File: src/sv/sfm_pkg.sv
// ============================================================================
// sfm_pkg
// Shared types and constants of the substring first-match search block.
// ============================================================================
package sfm_pkg;

    localparam int BYTE_W      = 8;
    localparam int WORD_W      = 64;
    localparam int PAT_WORDS   = 4;
    localparam int PAT_BYTES   = 32;
    localparam int WORD_BYTES  = WORD_W / BYTE_W;
    localparam int EXT_BYTES   = 64;    // largest supported window
    localparam int LENGTH_W    = 6;
    localparam int INDEX_W     = 16;
    localparam int CFG_INDEX_W = 3;

    localparam int ITEM_QUEUE_DEPTH   = 4;
    localparam int RESULT_QUEUE_DEPTH = 2;

    typedef enum logic [CFG_INDEX_W-1:0] {
        CFG_PATTERN_LENGTH = 3'd0,
        CFG_PATTERN_WORD_0 = 3'd1,
        CFG_PATTERN_WORD_1 = 3'd2,
        CFG_PATTERN_WORD_2 = 3'd3,
        CFG_PATTERN_WORD_3 = 3'd4
    } cfg_index_t;

    typedef enum logic [1:0] {
        STATUS_FOUND     = 2'd0,
        STATUS_NOT_FOUND = 2'd1,
        STATUS_TOO_LONG  = 2'd2,
        STATUS_OVERFLOW  = 2'd3
    } status_t;

    typedef struct packed {
        logic [BYTE_W-1:0] text_byte;
        logic              byte_valid;
        logic              last_byte;
    } item_t;

    typedef struct packed {
        status_t            status;
        logic [INDEX_W-1:0] match_index;
    } result_t;

endpackage

File: src/sv/substring_first_match.sv
// ============================================================================
// substring_first_match: first match of a configured pattern in a byte stream
// Path: an item is registered in the item queue, compared, and its result registered in the result queue.
// Throughput: one text byte per cycle while the result queue has room, set by the combinational window compare.
// Pattern writes reach the compare through the configuration registers and then the aligned pattern registers.
// Reset (rst_n, async): queues empty, counters, window and registers cleared.
// ============================================================================
module substring_first_match #(
    parameter int              MAX_PATTERN = 32,
    parameter longint unsigned MAX_TEXT    = 65536
) (
    input  logic                              clk,
    input  logic                              rst_n,
    input  logic [sfm_pkg::BYTE_W-1:0]        text_byte,
    input  logic                              byte_valid,
    input  logic                              last_byte,
    input  logic                              push,
    output logic                              full,
    output logic [1:0]                        status,
    output logic [sfm_pkg::INDEX_W-1:0]       match_index,
    output logic                              empty,
    input  logic                              pop,
    input  logic                              cfg_valid,
    output logic                              cfg_ready,
    input  logic [sfm_pkg::CFG_INDEX_W-1:0]   cfg_index,
    input  logic [sfm_pkg::WORD_W-1:0]        cfg_data
);

    localparam int LEN_W  = $clog2(MAX_PATTERN + 1);
    localparam int ITEM_W = $bits(sfm_pkg::item_t);
    localparam int RES_W  = $bits(sfm_pkg::result_t);

    logic                                        pattern_empty;
    logic [LEN_W-1:0]                            eff_len;
    logic [MAX_PATTERN-1:0]                      care;
    logic [MAX_PATTERN-1:0][sfm_pkg::BYTE_W-1:0] aligned;

    sfm_pkg::item_t   in_item, q_item;
    logic [ITEM_W-1:0] q_item_bits;
    logic             accept, keep, item_empty, item_pop;
    sfm_pkg::result_t res_data, out_res;
    logic [RES_W-1:0] out_bits;
    logic             res_push, res_full;

    sfm_cfg #(
        .MAX_PATTERN (MAX_PATTERN)
    ) u_cfg (
        .clk           (clk),
        .rst_n         (rst_n),
        .cfg_valid     (cfg_valid),
        .cfg_ready     (cfg_ready),
        .cfg_index     (cfg_index),
        .cfg_data      (cfg_data),
        .pattern_empty (pattern_empty),
        .eff_len       (eff_len),
        .care          (care),
        .aligned       (aligned)
    );

    // front: an empty marker that does not end the text only matters when
    // the empty pattern answers on the first item, so drop it otherwise
    assign in_item.text_byte  = text_byte;
    assign in_item.byte_valid = byte_valid;
    assign in_item.last_byte  = last_byte;
    assign accept             = push && !full;
    assign keep               = byte_valid || last_byte || pattern_empty;

    sfm_queue #(
        .WIDTH (ITEM_W),
        .DEPTH (sfm_pkg::ITEM_QUEUE_DEPTH)
    ) u_item_q (
        .clk     (clk),
        .rst_n   (rst_n),
        .push    (accept && keep),
        .wr_data (in_item),
        .full    (full),
        .pop     (item_pop),
        .rd_data (q_item_bits),
        .empty   (item_empty)
    );

    assign q_item = sfm_pkg::item_t'(q_item_bits);

    sfm_back #(
        .MAX_PATTERN (MAX_PATTERN),
        .MAX_TEXT    (MAX_TEXT)
    ) u_back (
        .clk        (clk),
        .rst_n      (rst_n),
        .item       (q_item),
        .item_empty (item_empty),
        .item_pop   (item_pop),
        .eff_len    (eff_len),
        .care       (care),
        .aligned    (aligned),
        .res_push   (res_push),
        .res_data   (res_data),
        .res_full   (res_full)
    );

    sfm_queue #(
        .WIDTH (RES_W),
        .DEPTH (sfm_pkg::RESULT_QUEUE_DEPTH)
    ) u_result_q (
        .clk     (clk),
        .rst_n   (rst_n),
        .push    (res_push),
        .wr_data (res_data),
        .full    (res_full),
        .pop     (pop),
        .rd_data (out_bits),
        .empty   (empty)
    );

    assign out_res     = sfm_pkg::result_t'(out_bits);
    assign status      = out_res.status;
    assign match_index = out_res.match_index;

endmodule

File: src/sv/sfm_queue.sv
// ============================================================================
// sfm_queue
// Small synchronous FIFO with full/empty flags; depth is a power of two.
// ============================================================================
module sfm_queue #(
    parameter int WIDTH = 8,
    parameter int DEPTH = 4
) (
    input  logic             clk,
    input  logic             rst_n,
    input  logic             push,
    input  logic [WIDTH-1:0] wr_data,
    output logic             full,
    input  logic             pop,
    output logic [WIDTH-1:0] rd_data,
    output logic             empty
);

    localparam int AW = $clog2(DEPTH);
    localparam int CW = $clog2(DEPTH + 1);

    logic [WIDTH-1:0] entries_reg [DEPTH];
    logic [AW-1:0]    wr_ptr_reg, wr_ptr_next;
    logic [AW-1:0]    rd_ptr_reg, rd_ptr_next;
    logic [CW-1:0]    count_reg, count_next;
    logic             do_push, do_pop;

    assign full    = (count_reg == CW'(DEPTH));
    assign empty   = (count_reg == '0);
    assign do_push = push && !full;
    assign do_pop  = pop && !empty;
    assign rd_data = entries_reg[rd_ptr_reg];

    always_comb
    begin
        wr_ptr_next = do_push ? wr_ptr_reg + 1'b1 : wr_ptr_reg;
        rd_ptr_next = do_pop ? rd_ptr_reg + 1'b1 : rd_ptr_reg;
        unique case ({do_push, do_pop})
            2'b10:   count_next = count_reg + 1'b1;
            2'b01:   count_next = count_reg - 1'b1;
            default: count_next = count_reg;
        endcase
    end

    always_ff @(posedge clk or negedge rst_n)
    begin
        if (!rst_n)
        begin
            wr_ptr_reg <= '0;
            rd_ptr_reg <= '0;
            count_reg  <= '0;
        end
        else
        begin
            wr_ptr_reg <= wr_ptr_next;
            rd_ptr_reg <= rd_ptr_next;
            count_reg  <= count_next;
        end
    end

    always_ff @(posedge clk)
    begin
        if (do_push)
        begin
            entries_reg[wr_ptr_reg] <= wr_data;
        end
    end

endmodule

File: src/sv/sfm_cfg.sv
// ============================================================================
// sfm_cfg
// Configuration registers and the pattern aligned to the byte window.
// ============================================================================
module sfm_cfg #(
    parameter int MAX_PATTERN = 32
) (
    input  logic                                       clk,
    input  logic                                       rst_n,
    input  logic                                       cfg_valid,
    output logic                                       cfg_ready,
    input  logic [sfm_pkg::CFG_INDEX_W-1:0]            cfg_index,
    input  logic [sfm_pkg::WORD_W-1:0]                 cfg_data,
    output logic                                       pattern_empty,
    output logic [$clog2(MAX_PATTERN+1)-1:0]           eff_len,
    output logic [MAX_PATTERN-1:0]                     care,
    output logic [MAX_PATTERN-1:0][sfm_pkg::BYTE_W-1:0] aligned
);

    localparam int LEN_W = $clog2(MAX_PATTERN + 1);
    localparam int EB    = sfm_pkg::EXT_BYTES;
    localparam int BW    = sfm_pkg::BYTE_W;

    logic [sfm_pkg::LENGTH_W-1:0]  length_reg;
    logic [sfm_pkg::WORD_W-1:0]    word_reg [sfm_pkg::PAT_WORDS];
    logic                          wr_en;

    logic [6:0]                    len7;
    logic [6:0]                    eff7;
    logic [6:0]                    shift_bytes;
    logic [EB-1:0][BW-1:0]         pat_ext;
    logic [EB-1:0][BW-1:0]         pat_rev;
    logic [EB*BW-1:0]              pat_shifted;
    logic [MAX_PATTERN-1:0]        care_next;

    logic [LEN_W-1:0]                   eff_len_reg;
    logic [MAX_PATTERN-1:0]             care_reg;
    logic [MAX_PATTERN-1:0][BW-1:0]     aligned_reg;

    assign cfg_ready     = 1'b1;
    assign wr_en         = cfg_valid && cfg_ready;
    assign pattern_empty = (length_reg == '0);

    always_ff @(posedge clk or negedge rst_n)
    begin
        if (!rst_n)
        begin
            length_reg <= '0;
            for (int w = 0; w < sfm_pkg::PAT_WORDS; w++)
            begin
                word_reg[w] <= '0;
            end
        end
        else if (wr_en)
        begin
            unique case (cfg_index)
                sfm_pkg::CFG_PATTERN_LENGTH: length_reg  <= cfg_data[sfm_pkg::LENGTH_W-1:0];
                sfm_pkg::CFG_PATTERN_WORD_0: word_reg[0] <= cfg_data;
                sfm_pkg::CFG_PATTERN_WORD_1: word_reg[1] <= cfg_data;
                sfm_pkg::CFG_PATTERN_WORD_2: word_reg[2] <= cfg_data;
                sfm_pkg::CFG_PATTERN_WORD_3: word_reg[3] <= cfg_data;
                default: ;
            endcase
        end
    end

    // length saturates at the window size
    assign len7 = {1'b0, length_reg};
    assign eff7 = (len7 > 7'(MAX_PATTERN)) ? 7'(MAX_PATTERN) : len7;

    // byte k of the window lines up with pattern byte len-1-k: reverse the
    // pattern, then shift it down by (EB - len) bytes
    for (genvar j = 0; j < EB; j++)
    begin : g_ext
        if (j < sfm_pkg::PAT_BYTES)
        begin : g_pat
            assign pat_ext[j] =
                word_reg[j / sfm_pkg::WORD_BYTES][(j % sfm_pkg::WORD_BYTES) * BW +: BW];
        end
        else
        begin : g_zero
            assign pat_ext[j] = '0;
        end
        assign pat_rev[j] = pat_ext[EB-1-j];
    end

    assign shift_bytes = 7'(EB) - eff7;
    assign pat_shifted = pat_rev >> {shift_bytes, 3'b000};

    for (genvar k = 0; k < MAX_PATTERN; k++)
    begin : g_care
        assign care_next[k] = (7'(k) < eff7);
    end

    always_ff @(posedge clk or negedge rst_n)
    begin
        if (!rst_n)
        begin
            eff_len_reg <= '0;
            care_reg    <= '0;
            aligned_reg <= '0;
        end
        else
        begin
            eff_len_reg <= LEN_W'(eff7);
            care_reg    <= care_next;
            aligned_reg <= pat_shifted[MAX_PATTERN*BW-1:0];
        end
    end

    assign eff_len = eff_len_reg;
    assign care    = care_reg;
    assign aligned = aligned_reg;

endmodule

File: src/sv/sfm_back.sv
// ============================================================================
// sfm_back
// Byte window, text counter and window compare; one item per cycle while the result queue is not full.
// ============================================================================
module sfm_back #(
    parameter int              MAX_PATTERN = 32,
    parameter longint unsigned MAX_TEXT    = 65536
) (
    input  logic                                        clk,
    input  logic                                        rst_n,
    input  sfm_pkg::item_t                              item,
    input  logic                                        item_empty,
    output logic                                        item_pop,
    input  logic [$clog2(MAX_PATTERN+1)-1:0]            eff_len,
    input  logic [MAX_PATTERN-1:0]                      care,
    input  logic [MAX_PATTERN-1:0][sfm_pkg::BYTE_W-1:0] aligned,
    output logic                                        res_push,
    output sfm_pkg::result_t                            res_data,
    input  logic                                        res_full
);

    localparam int LEN_W  = $clog2(MAX_PATTERN + 1);
    localparam int SEEN_W = $clog2(MAX_TEXT + 1);
    localparam int CMP_W  = (SEEN_W > LEN_W) ? SEEN_W : LEN_W;
    localparam int BW     = sfm_pkg::BYTE_W;

    logic [MAX_PATTERN-1:0][BW-1:0] window_reg, window_next, shifted;
    logic [SEEN_W-1:0]              seen_reg, seen_next, seen_inc, seen_after;
    logic                           answered_reg, answered_next;
    logic [MAX_PATTERN-1:0]         hit;
    logic                           window_match;
    logic                           overflow;
    logic                           fire;
    logic                           emit;
    logic [CMP_W-1:0]               start_index;

    assign fire     = !item_empty && !res_full;
    assign item_pop = fire;

    always_comb
    begin
        shifted[0] = item.text_byte;
        for (int k = 1; k < MAX_PATTERN; k++)
        begin
            shifted[k] = window_reg[k-1];
        end
    end

    for (genvar k = 0; k < MAX_PATTERN; k++)
    begin : g_cmp
        assign hit[k] = !care[k] || (shifted[k] == aligned[k]);
    end

    assign window_match = &hit;
    assign seen_inc     = seen_reg + 1'b1;
    assign overflow     = (seen_reg >= SEEN_W'(MAX_TEXT));
    assign start_index  = CMP_W'(seen_inc) - CMP_W'(eff_len);

    always_comb
    begin
        window_next          = window_reg;
        seen_next            = seen_reg;
        seen_after           = seen_reg;
        answered_next        = answered_reg;
        emit                 = 1'b0;
        res_data.status      = sfm_pkg::STATUS_FOUND;
        res_data.match_index = '0;
        if (fire)
        begin
            if (!answered_reg)
            begin
                if (eff_len == '0)
                begin
                    emit = 1'b1;
                end
                else if (item.byte_valid)
                begin
                    if (overflow)
                    begin
                        emit            = 1'b1;
                        res_data.status = sfm_pkg::STATUS_OVERFLOW;
                    end
                    else
                    begin
                        window_next = shifted;
                        seen_after  = seen_inc;
                        if ((CMP_W'(seen_inc) >= CMP_W'(eff_len)) && window_match)
                        begin
                            emit                 = 1'b1;
                            res_data.match_index = sfm_pkg::INDEX_W'(start_index);
                        end
                    end
                end
                if (!emit && item.last_byte)
                begin
                    emit            = 1'b1;
                    res_data.status = (CMP_W'(eff_len) > CMP_W'(seen_after))
                                    ? sfm_pkg::STATUS_TOO_LONG
                                    : sfm_pkg::STATUS_NOT_FOUND;
                end
            end
            if (item.last_byte)
            begin
                seen_next     = '0;
                answered_next = 1'b0;
            end
            else
            begin
                seen_next     = seen_after;
                answered_next = answered_reg || emit;
            end
        end
    end

    assign res_push = emit;

    always_ff @(posedge clk or negedge rst_n)
    begin
        if (!rst_n)
        begin
            window_reg   <= '0;
            seen_reg     <= '0;
            answered_reg <= 1'b0;
        end
        else
        begin
            window_reg   <= window_next;
            seen_reg     <= seen_next;
            answered_reg <= answered_next;
        end
    end

endmodule
File: config.mk
export PLATFORM = sky130hd
export DESIGN_NAME = substring_first_match
export DESIGN_NICKNAME = d
export VERILOG_FILES = /design/src/sv/sfm_pkg.sv /design/src/sv/substring_first_match.sv /design/src/sv/sfm_queue.sv /design/src/sv/sfm_cfg.sv /design/src/sv/sfm_back.sv
export SDC_FILE = /design/constraint.sdc
export NUM_CORES = 2
export LEC_CHECK = 0
export ABC_CLOCK_PERIOD_IN_PS = 7100
export BUFFER_PORTS_ARGS = -buffer_cell sky130_fd_sc_hd__buf_2
export CAP_MARGIN = 20
export CORE_UTILIZATION = 35
export DETAILED_ROUTE_END_ITERATION = 10
export GPL_ROUTABILITY_DRIVEN = 1
export HOLD_SLACK_MARGIN = 0.05
export PLACE_DENSITY = 0.5
export SYNTH_ARGS = -nofsm -noshare
export SYNTH_HDL_FRONTEND = slang
export SYNTH_SLANG_ARGS = --single-unit
File: constraint.sdc
create_clock -name clk -period 7.1 [get_ports clk]
set_input_delay 1.065 -clock clk [delete_from_list [all_inputs] [get_ports clk]]
set_output_delay 1.065 -clock clk [all_outputs]
set_load 0.005 [all_outputs]
[Word level (Yosys, flattened, before mapping)]
Memory sizes are Yosys's and may differ from the RTL's.
Index checks and enable logic that the tools add are counted.
Word-level totals
  flip-flop bits (word level): 833
  RAM bits: 76
  bits of input ports: 82
  output and inout bits: 21
  logic and storage cells: 304
  memories: 2
Operators by class
  $add $sub $neg: 11
  order comparisons: 36
  equality and inequality tests: 43
  shifts and indexed selects: 1
  multiplexer cells: 34
  bitwise logic cells: 3
  reduce and logical (&&, ||, !) cells: 96
Memories
  u_item_q.entries_reg: depth 4, bits a word 10, read ports 1, clocked after Yosys merged registers in 0, write ports 1, RTL line sfm_queue.sv:22  | logic [WIDTH-1:0] entries_reg [DEPTH];
  u_result_q.entries_reg: depth 2, bits a word 18, read ports 1, clocked after Yosys merged registers in 0, write ports 1, RTL line sfm_queue.sv:22
Operators with widths (number)
  $shr A512 B10 Y256: 1
  $eq A8 B8 Y1: 32
  $mux W17: 7
  $lt A5 B7 Y1 const A: 16
  $mux W18: 4
  $lt A4 B7 Y1 const A: 8
  $logic_not A1 Y1: 37
  $logic_or A1 B1 Y1: 35
  $mux W16: 2
  $reduce_and A32 Y1: 1
  $lt A3 B7 Y1 const A: 4
  $add A17 B1 Y17 const B: 1
  $ge A17 B17 Y1 const B: 1
  $ge A17 B6 Y1: 1
  $gt A6 B17 Y1: 1
  $sub A16 B6 Y16: 1
  $mux W1: 15
  $lt A1 B7 Y1 const A: 2
  $lt A2 B7 Y1 const A: 2
  $logic_not A6 Y1: 2
  $reduce_and A2 Y1: 6
  $logic_and A1 B1 Y1: 9
  $sub A7 B7 Y7 const A: 1
  $add A2 B1 Y2 const B: 3
  20 further kinds: 32

[Logic depth before layout (Yosys ltp)]
An unclocked memory read counts as a cell.
  depth in word-level cells: 20
  gate-level depth with buffers: 16
  gate-level depth less buffers: 15

[By module]
Synthesis repeated with hierarchy kept, for this count alone.
Unflattened totals
  cell total of the unflattened synthesis: 4431
  area total of the unflattened synthesis: 52848.2 um^2
Modules (own cells, without submodules)
  sfm_cfg: times used 1, cells an instance 3066, area each 35061.1 um^2, seq. area each 13888.3 um^2
  sfm_back: times used 1, cells an instance 1199, area each 14335.0 um^2, seq. area each 6656.4 um^2
  sfm_queue at u_item_q: times used 1, cells an instance 90, area each 1884.3 um^2, seq. area each 1376.3 um^2
  sfm_queue at u_result_q: times used 1, cells an instance 74, area each 1545.2 um^2, seq. area each 1181.1 um^2
  substring_first_match: times used 1, cells an instance 2, area each 22.5 um^2, seq. area each 0.0 um^2

[Least setup slack after synthesis]
Ideal clock, no wire load.
  path type: register to register
  from: register u_back.seen_reg[0]
  to: memory u_result_q.entries_reg[0][0] (netlist bit) (enable)
  library setup time: 0.416 ns
  data arrival time: 3.554 ns
  required time: 6.684 ns
  setup slack: 3.130 ns
  stages on the path, launching flop included: 11
  buffers on the path: 0
  clock period less this slack: 3.970 ns
  cell sequence: dfrtp_1 > ha_1 > xor2_1 > ha_1 > o21a_1 > o31a_1 > o31a_1 > and4bb_4 > a41oi_1 > a31oi_1 > nor3_1
Between the ends
  longest elaborated chain between the ends: 18
  elaborated cells between the ends (all ways): 19
  classes of those cells: add/sub: 1; order compare: 2; mux: 12; reduce/logical: 4
RTL lines
  start, declared: RTL line sfm_back.sv:28  | logic [SEEN_W-1:0] seen_reg, seen_next, seen_inc, seen_after;
  start signal, assigned: RTL line sfm_back.sv:128  | seen_reg <= seen_next;
  $add A17 B1 Y17: RTL line sfm_back.sv:55  | assign seen_inc = seen_reg + 1'b1;
  $ge A17 B6 Y1: RTL line sfm_back.sv:87  | if ((CMP_W'(seen_inc) >= CMP_W'(eff_len)) && window_match)
  $logic_and A1 B1 Y1: RTL line sfm_back.sv:87
  $mux W1: RTL line sfm_back.sv:87
  $mux W1 *: RTL line sfm_back.sv:78  | if (overflow)
  $mux W1 *: RTL line sfm_back.sv:76  | else if (item.byte_valid)
  $mux W1 *: RTL line sfm_back.sv:72  | if (eff_len == '0)
  $mux W1 *: RTL line sfm_back.sv:70  | if (!answered_reg)
  $mux W1 *: RTL line sfm_back.sv:68  | if (fire)
  $logic_not A1 Y1: RTL line sfm_back.sv:94  | if (!emit && item.last_byte)
  $logic_and A1 B1 Y1: RTL line sfm_back.sv:94
  $mux W1 *: RTL line sfm_back.sv:94
  $mux W1 *: RTL line sfm_back.sv:70
  $mux W1 * (2 in series): RTL line sfm_back.sv:68
  $logic_and A1 B1 Y1 *: RTL line sfm_queue.sv:30  | assign do_push = push && !full;
  $mux W1 *: RTL line sfm_queue.sv:63  | if (do_push)
  $mux W1 (implied by the code) *: RTL line sfm_queue.sv:65  | entries_reg[wr_ptr_reg] <= wr_data;
  end, declared: RTL line sfm_queue.sv:22
Mark *: on every way between the ends. The rest lies on a longest branch, timed or not. The select of a mux whose other input is x is not followed.

[Worst setup path after layout]
  from: register u_cfg.length_reg[5] (netlist bit)
  to: register u_cfg.aligned_reg, in the netlist u_cfg.aligned[139]
Between the ends
  longest elaborated chain between the ends: 4
RTL lines
  start, declared: RTL line sfm_cfg.sv:24  | logic [sfm_pkg::LENGTH_W-1:0] length_reg;
  start signal, assigned: RTL line sfm_cfg.sv:57  | sfm_pkg::CFG_PATTERN_LENGTH: length_reg <= cfg_data[sfm_pkg::LENGTH_W-1:0];
  $gt A6 B6 Y1: RTL line sfm_cfg.sv:69  | assign eff7 = (len7 > 7'(MAX_PATTERN)) ? 7'(MAX_PATTERN) : len7;
  $mux W6 *: RTL line sfm_cfg.sv:69
  $sub A7 B7 Y7 *: RTL line sfm_cfg.sv:87  | assign shift_bytes = 7'(EB) - eff7;
  $shr A512 B10 Y256 *: RTL line sfm_cfg.sv:88  | assign pat_shifted = pat_rev >> {shift_bytes, 3'b000};
  via u_cfg.pat_shifted[139]: RTL line sfm_cfg.sv:33  | logic [EB*BW-1:0] pat_shifted;
  end signal, assigned: RTL line sfm_cfg.sv:107  | aligned_reg <= pat_shifted[MAX_PATTERN*BW-1:0];
  end, declared: RTL line sfm_cfg.sv:38  | logic [MAX_PATTERN-1:0][BW-1:0] aligned_reg;
The timed path passes the listed nets; every way through them passes the cells marked *.
A chain may end at the register's enable or synchronous reset.

==> flow_metrics.tcl <==
set metrics [dict create \
    n_fill_cell 13600 \
    drtPass1Iterations 6 \
    setup_violations 0 \
    dpl_cell_area_um2 52000 \
    ys_types 77 \
    antenna_left 0 \
    cts_max_path_buffers 3 \
    tns_ps 0 \
    power_frac_seq 0.306 \
    synth_edf_count 76 \
    r2r_cells 10 \
    yosysMostFrequentCell "dfrtp_1" \
    swShare 0.4542 \
    fin_nets 4474 \
    design_area_um2 55360 \
    synth_top_cell_area_share 0.4205 \
    hold_viol 0 \
    cts-buffers-inserted 101 \
    worstSetupPathType "reg2reg" \
    tightest_slew_ps 1174 \
    clock_sinks 908 \
    clkTransAtPathRegs_ps 60 \
    yosys-top-cells-count "dfrtp_1 (832), mux2i_1 (825), mux2_2 (525)" \
    cts_hold_buffers 0 \
    cts-root-buf "clkbuf_16" \
    path_max_fanout 102 \
    cts_tree "done" \
    fin_crit_ps 4839 \
    cp-end-kind "register" \
    postCtsResizedCells 0 \
    synth.cell_area_um2 49510 \
    syn_to_final_growth_pct 11.80 \
    vias_per_cell 5.568 \
    track_usage 0.2470 \
    timing.final.ws_setup_ps 2261 \
    rsz0062_at_grt "false" \
    finalWirelength_mm 176.7 \
    fp.dieW_um 378.1 \
    antenna_found_initial 9 \
    grt_pass1_wl_mm 257.0 \
    wl_per_cell_um 27.93 \
    power.internal_mw 15.00 \
    clk_latency_ps 740 \
    outcome "finished, final reports clean" \
    grt_max_degree 163 \
    yosys-top-cells-area "dfrtp_1 (42%), mux2i_1 (17%), mux2_2 (12%)" \
    place_inst 6141 \
    synth_warnings 0 \
    synthArstFlopShare 0.9163 \
    yosysTopAreaCell "dfrtp_1" \
    avgSynthCellArea_um2 11.25 \
    r2r_slack_ps 2260 \
    syn_nets 4507 \
    gp_congestion 0.9808 \
    power.total_mw 27.48 \
    core_area_um2 139900 \
    power.share.clock 0.194 \
    p_sw_mw 12.48 \
    hold_ws_ps 431.2 \
    portBuffers 101 \
    post-cts-setup-buffers 0 \
    fmax_ghz 0.2067 \
    grt_overflow 0 \
    fin_util 0.3958 \
    syn-instance-count 4401 \
    drt_iter0_markers 3528 \
    die_h_um 378.1 \
    ys_ff_latch 908 \
    floorplan.initialDensity 0.3540 \
    power.density_nw_per_um2 496.4 \
    crit_required_ps 7680 \
    max_slew_margin 0.2172 \
    grt_pass1_vias 34540 \
    ioPinCount 103 \
    hold_class "in2async" \
    final_cells 6327 \
    crit_path_start_kind "register" \
    drive_gt1_frac 0.2061 \
    slew_violations 0 \
    p_comb_frac 0.499 \
    finClkSkew_ps 28.75 \
    drc 0 \
    period_share 0.6816 \
    dp_slack_ps 2434 \
    htreeDepth 3 \
    p_leak_nw 24.02 \
    synth_top_flop_cell "dfrtp_1" \
    seq_area_frac_synth 0.4666 \
    peakVddDrop_mv 0.5365 \
    max_cap_violations 0 \
    crit_arrival_ps 5420 \
    num_rows 137 \
    place_hpwl_mm 131.3 \
    vias 35230 \
    design.die.area_um2 143000 \
]
[path summary, 6_finish.rpt]
| path | start | endpoint |
|---|---|---|
| worst max-delay path | u_cfg.length_reg[5]$_DFFE_PN0P_ | u_cfg.aligned[139]$_DFF_PN0_ |
| worst min-delay path | rst_n | u_back.shifted[44]$_DFFE_PN0P_ |
| worst max register to register | u_cfg.length_reg[5]$_DFFE_PN0P_ | u_cfg.aligned[139]$_DFF_PN0_ |
| worst min register to register | u_item_q.count_reg[2]$_DFFE_PN0P_ | u_item_q.count_reg[2]$_DFFE_PN0P_ |
| max in group asynchronous | rst_n | u_cfg.pat_ext[63]$_DFFE_PN0P_ |
| min in group clk | u_item_q.count_reg[2]$_DFFE_PN0P_ | u_item_q.count_reg[2]$_DFFE_PN0P_ |
[final cells by class]
| type | count | area, um^2 | area share |
|---|---|---|---|
| tap | 1876 | 2347 | 0.04240 |
| timing repair buffer | 176 | 1261 | 0.02278 |
| multi-input combinational | 3148 | 25160 | 0.4544 |
| clock buffer | 151 | 2915 | 0.05266 |
| antenna | 1 | 2.502 | 0.00004521 |
| inverter | 33 | 131.4 | 0.002373 |
| sequential | 908 | 23100 | 0.4173 |
| clock inverter | 34 | 440.4 | 0.007956 |
[worst max-delay path, stage by stage, from the launching register on]
cell and delay [ps]:
dfrtp_1 450, inv_1 440, nand2_1 330, ha_4 730
buf_12 500, buf_4 600, o21ai_0 400, mux2i_1 530
mux2i_1 240, a22oi_1 190, nor2_1 70
[cells in the final DEF (no fill, tap or decap), types with 13 or more instances in the layout]
cell,instances
nor2_1,243
o31ai_1,17
a22oi_1,57
a21oi_1,229
nor3_1,42
clkbuf_8,20
mux2_2,525
buf_12,13
nand2_1,283
clkbuf_1,30
a22o_1,16
nand3_1,43
clkbuf_16,101
dfrtp_1,832
a221oi_1,24
ha_1,21
o21ai_0,185
nand4_1,78
edfxtp_1,76
a211oi_1,17
a31oi_1,29
o22ai_1,25
inv_1,31
xnor2_1,277
buf_2,100
and3_1,31
xor2_1,15
buf_4,61
mux2i_1,825
[cell families (layout without fill, tap and decap cells)]
kind of cell	count (synthesis)	count (layout)	synth area share
flops	908	908	0.4666
xor+xnor	294	294	0.05201
fa+ha+maj	24	24	0.006368
simple gates	814	814	0.07642
other cells	1	2	0.00007574
mux	1360	1360	0.2907
compound gates	655	655	0.07915
buf+inv	345	394	0.02863
[power groups by stage]
stage / clock, mW / combinational [mW] / sequential, mW
floorplan: 0 / 9.08 / 7.65
global placement: 0 / 13.4 / 8.48
detailed placement: 0 / 13.4 / 8.49
CTS: 5.43 / 13.5 / 8.40
global route: 5.63 / 14.5 / 8.57
finish: 5.34 / 13.7 / 8.42
[routing by layer]
layer	vias up	share of wire	global-route usage
li1	15810	-	-
met4	2	0.025	0.06608
met5	-	0.000091	0
met1	17940	0.47	0.3658
met2	1262	0.43	0.3658
met3	218	0.069	0.04564
(Power assumes the default switching activity.)
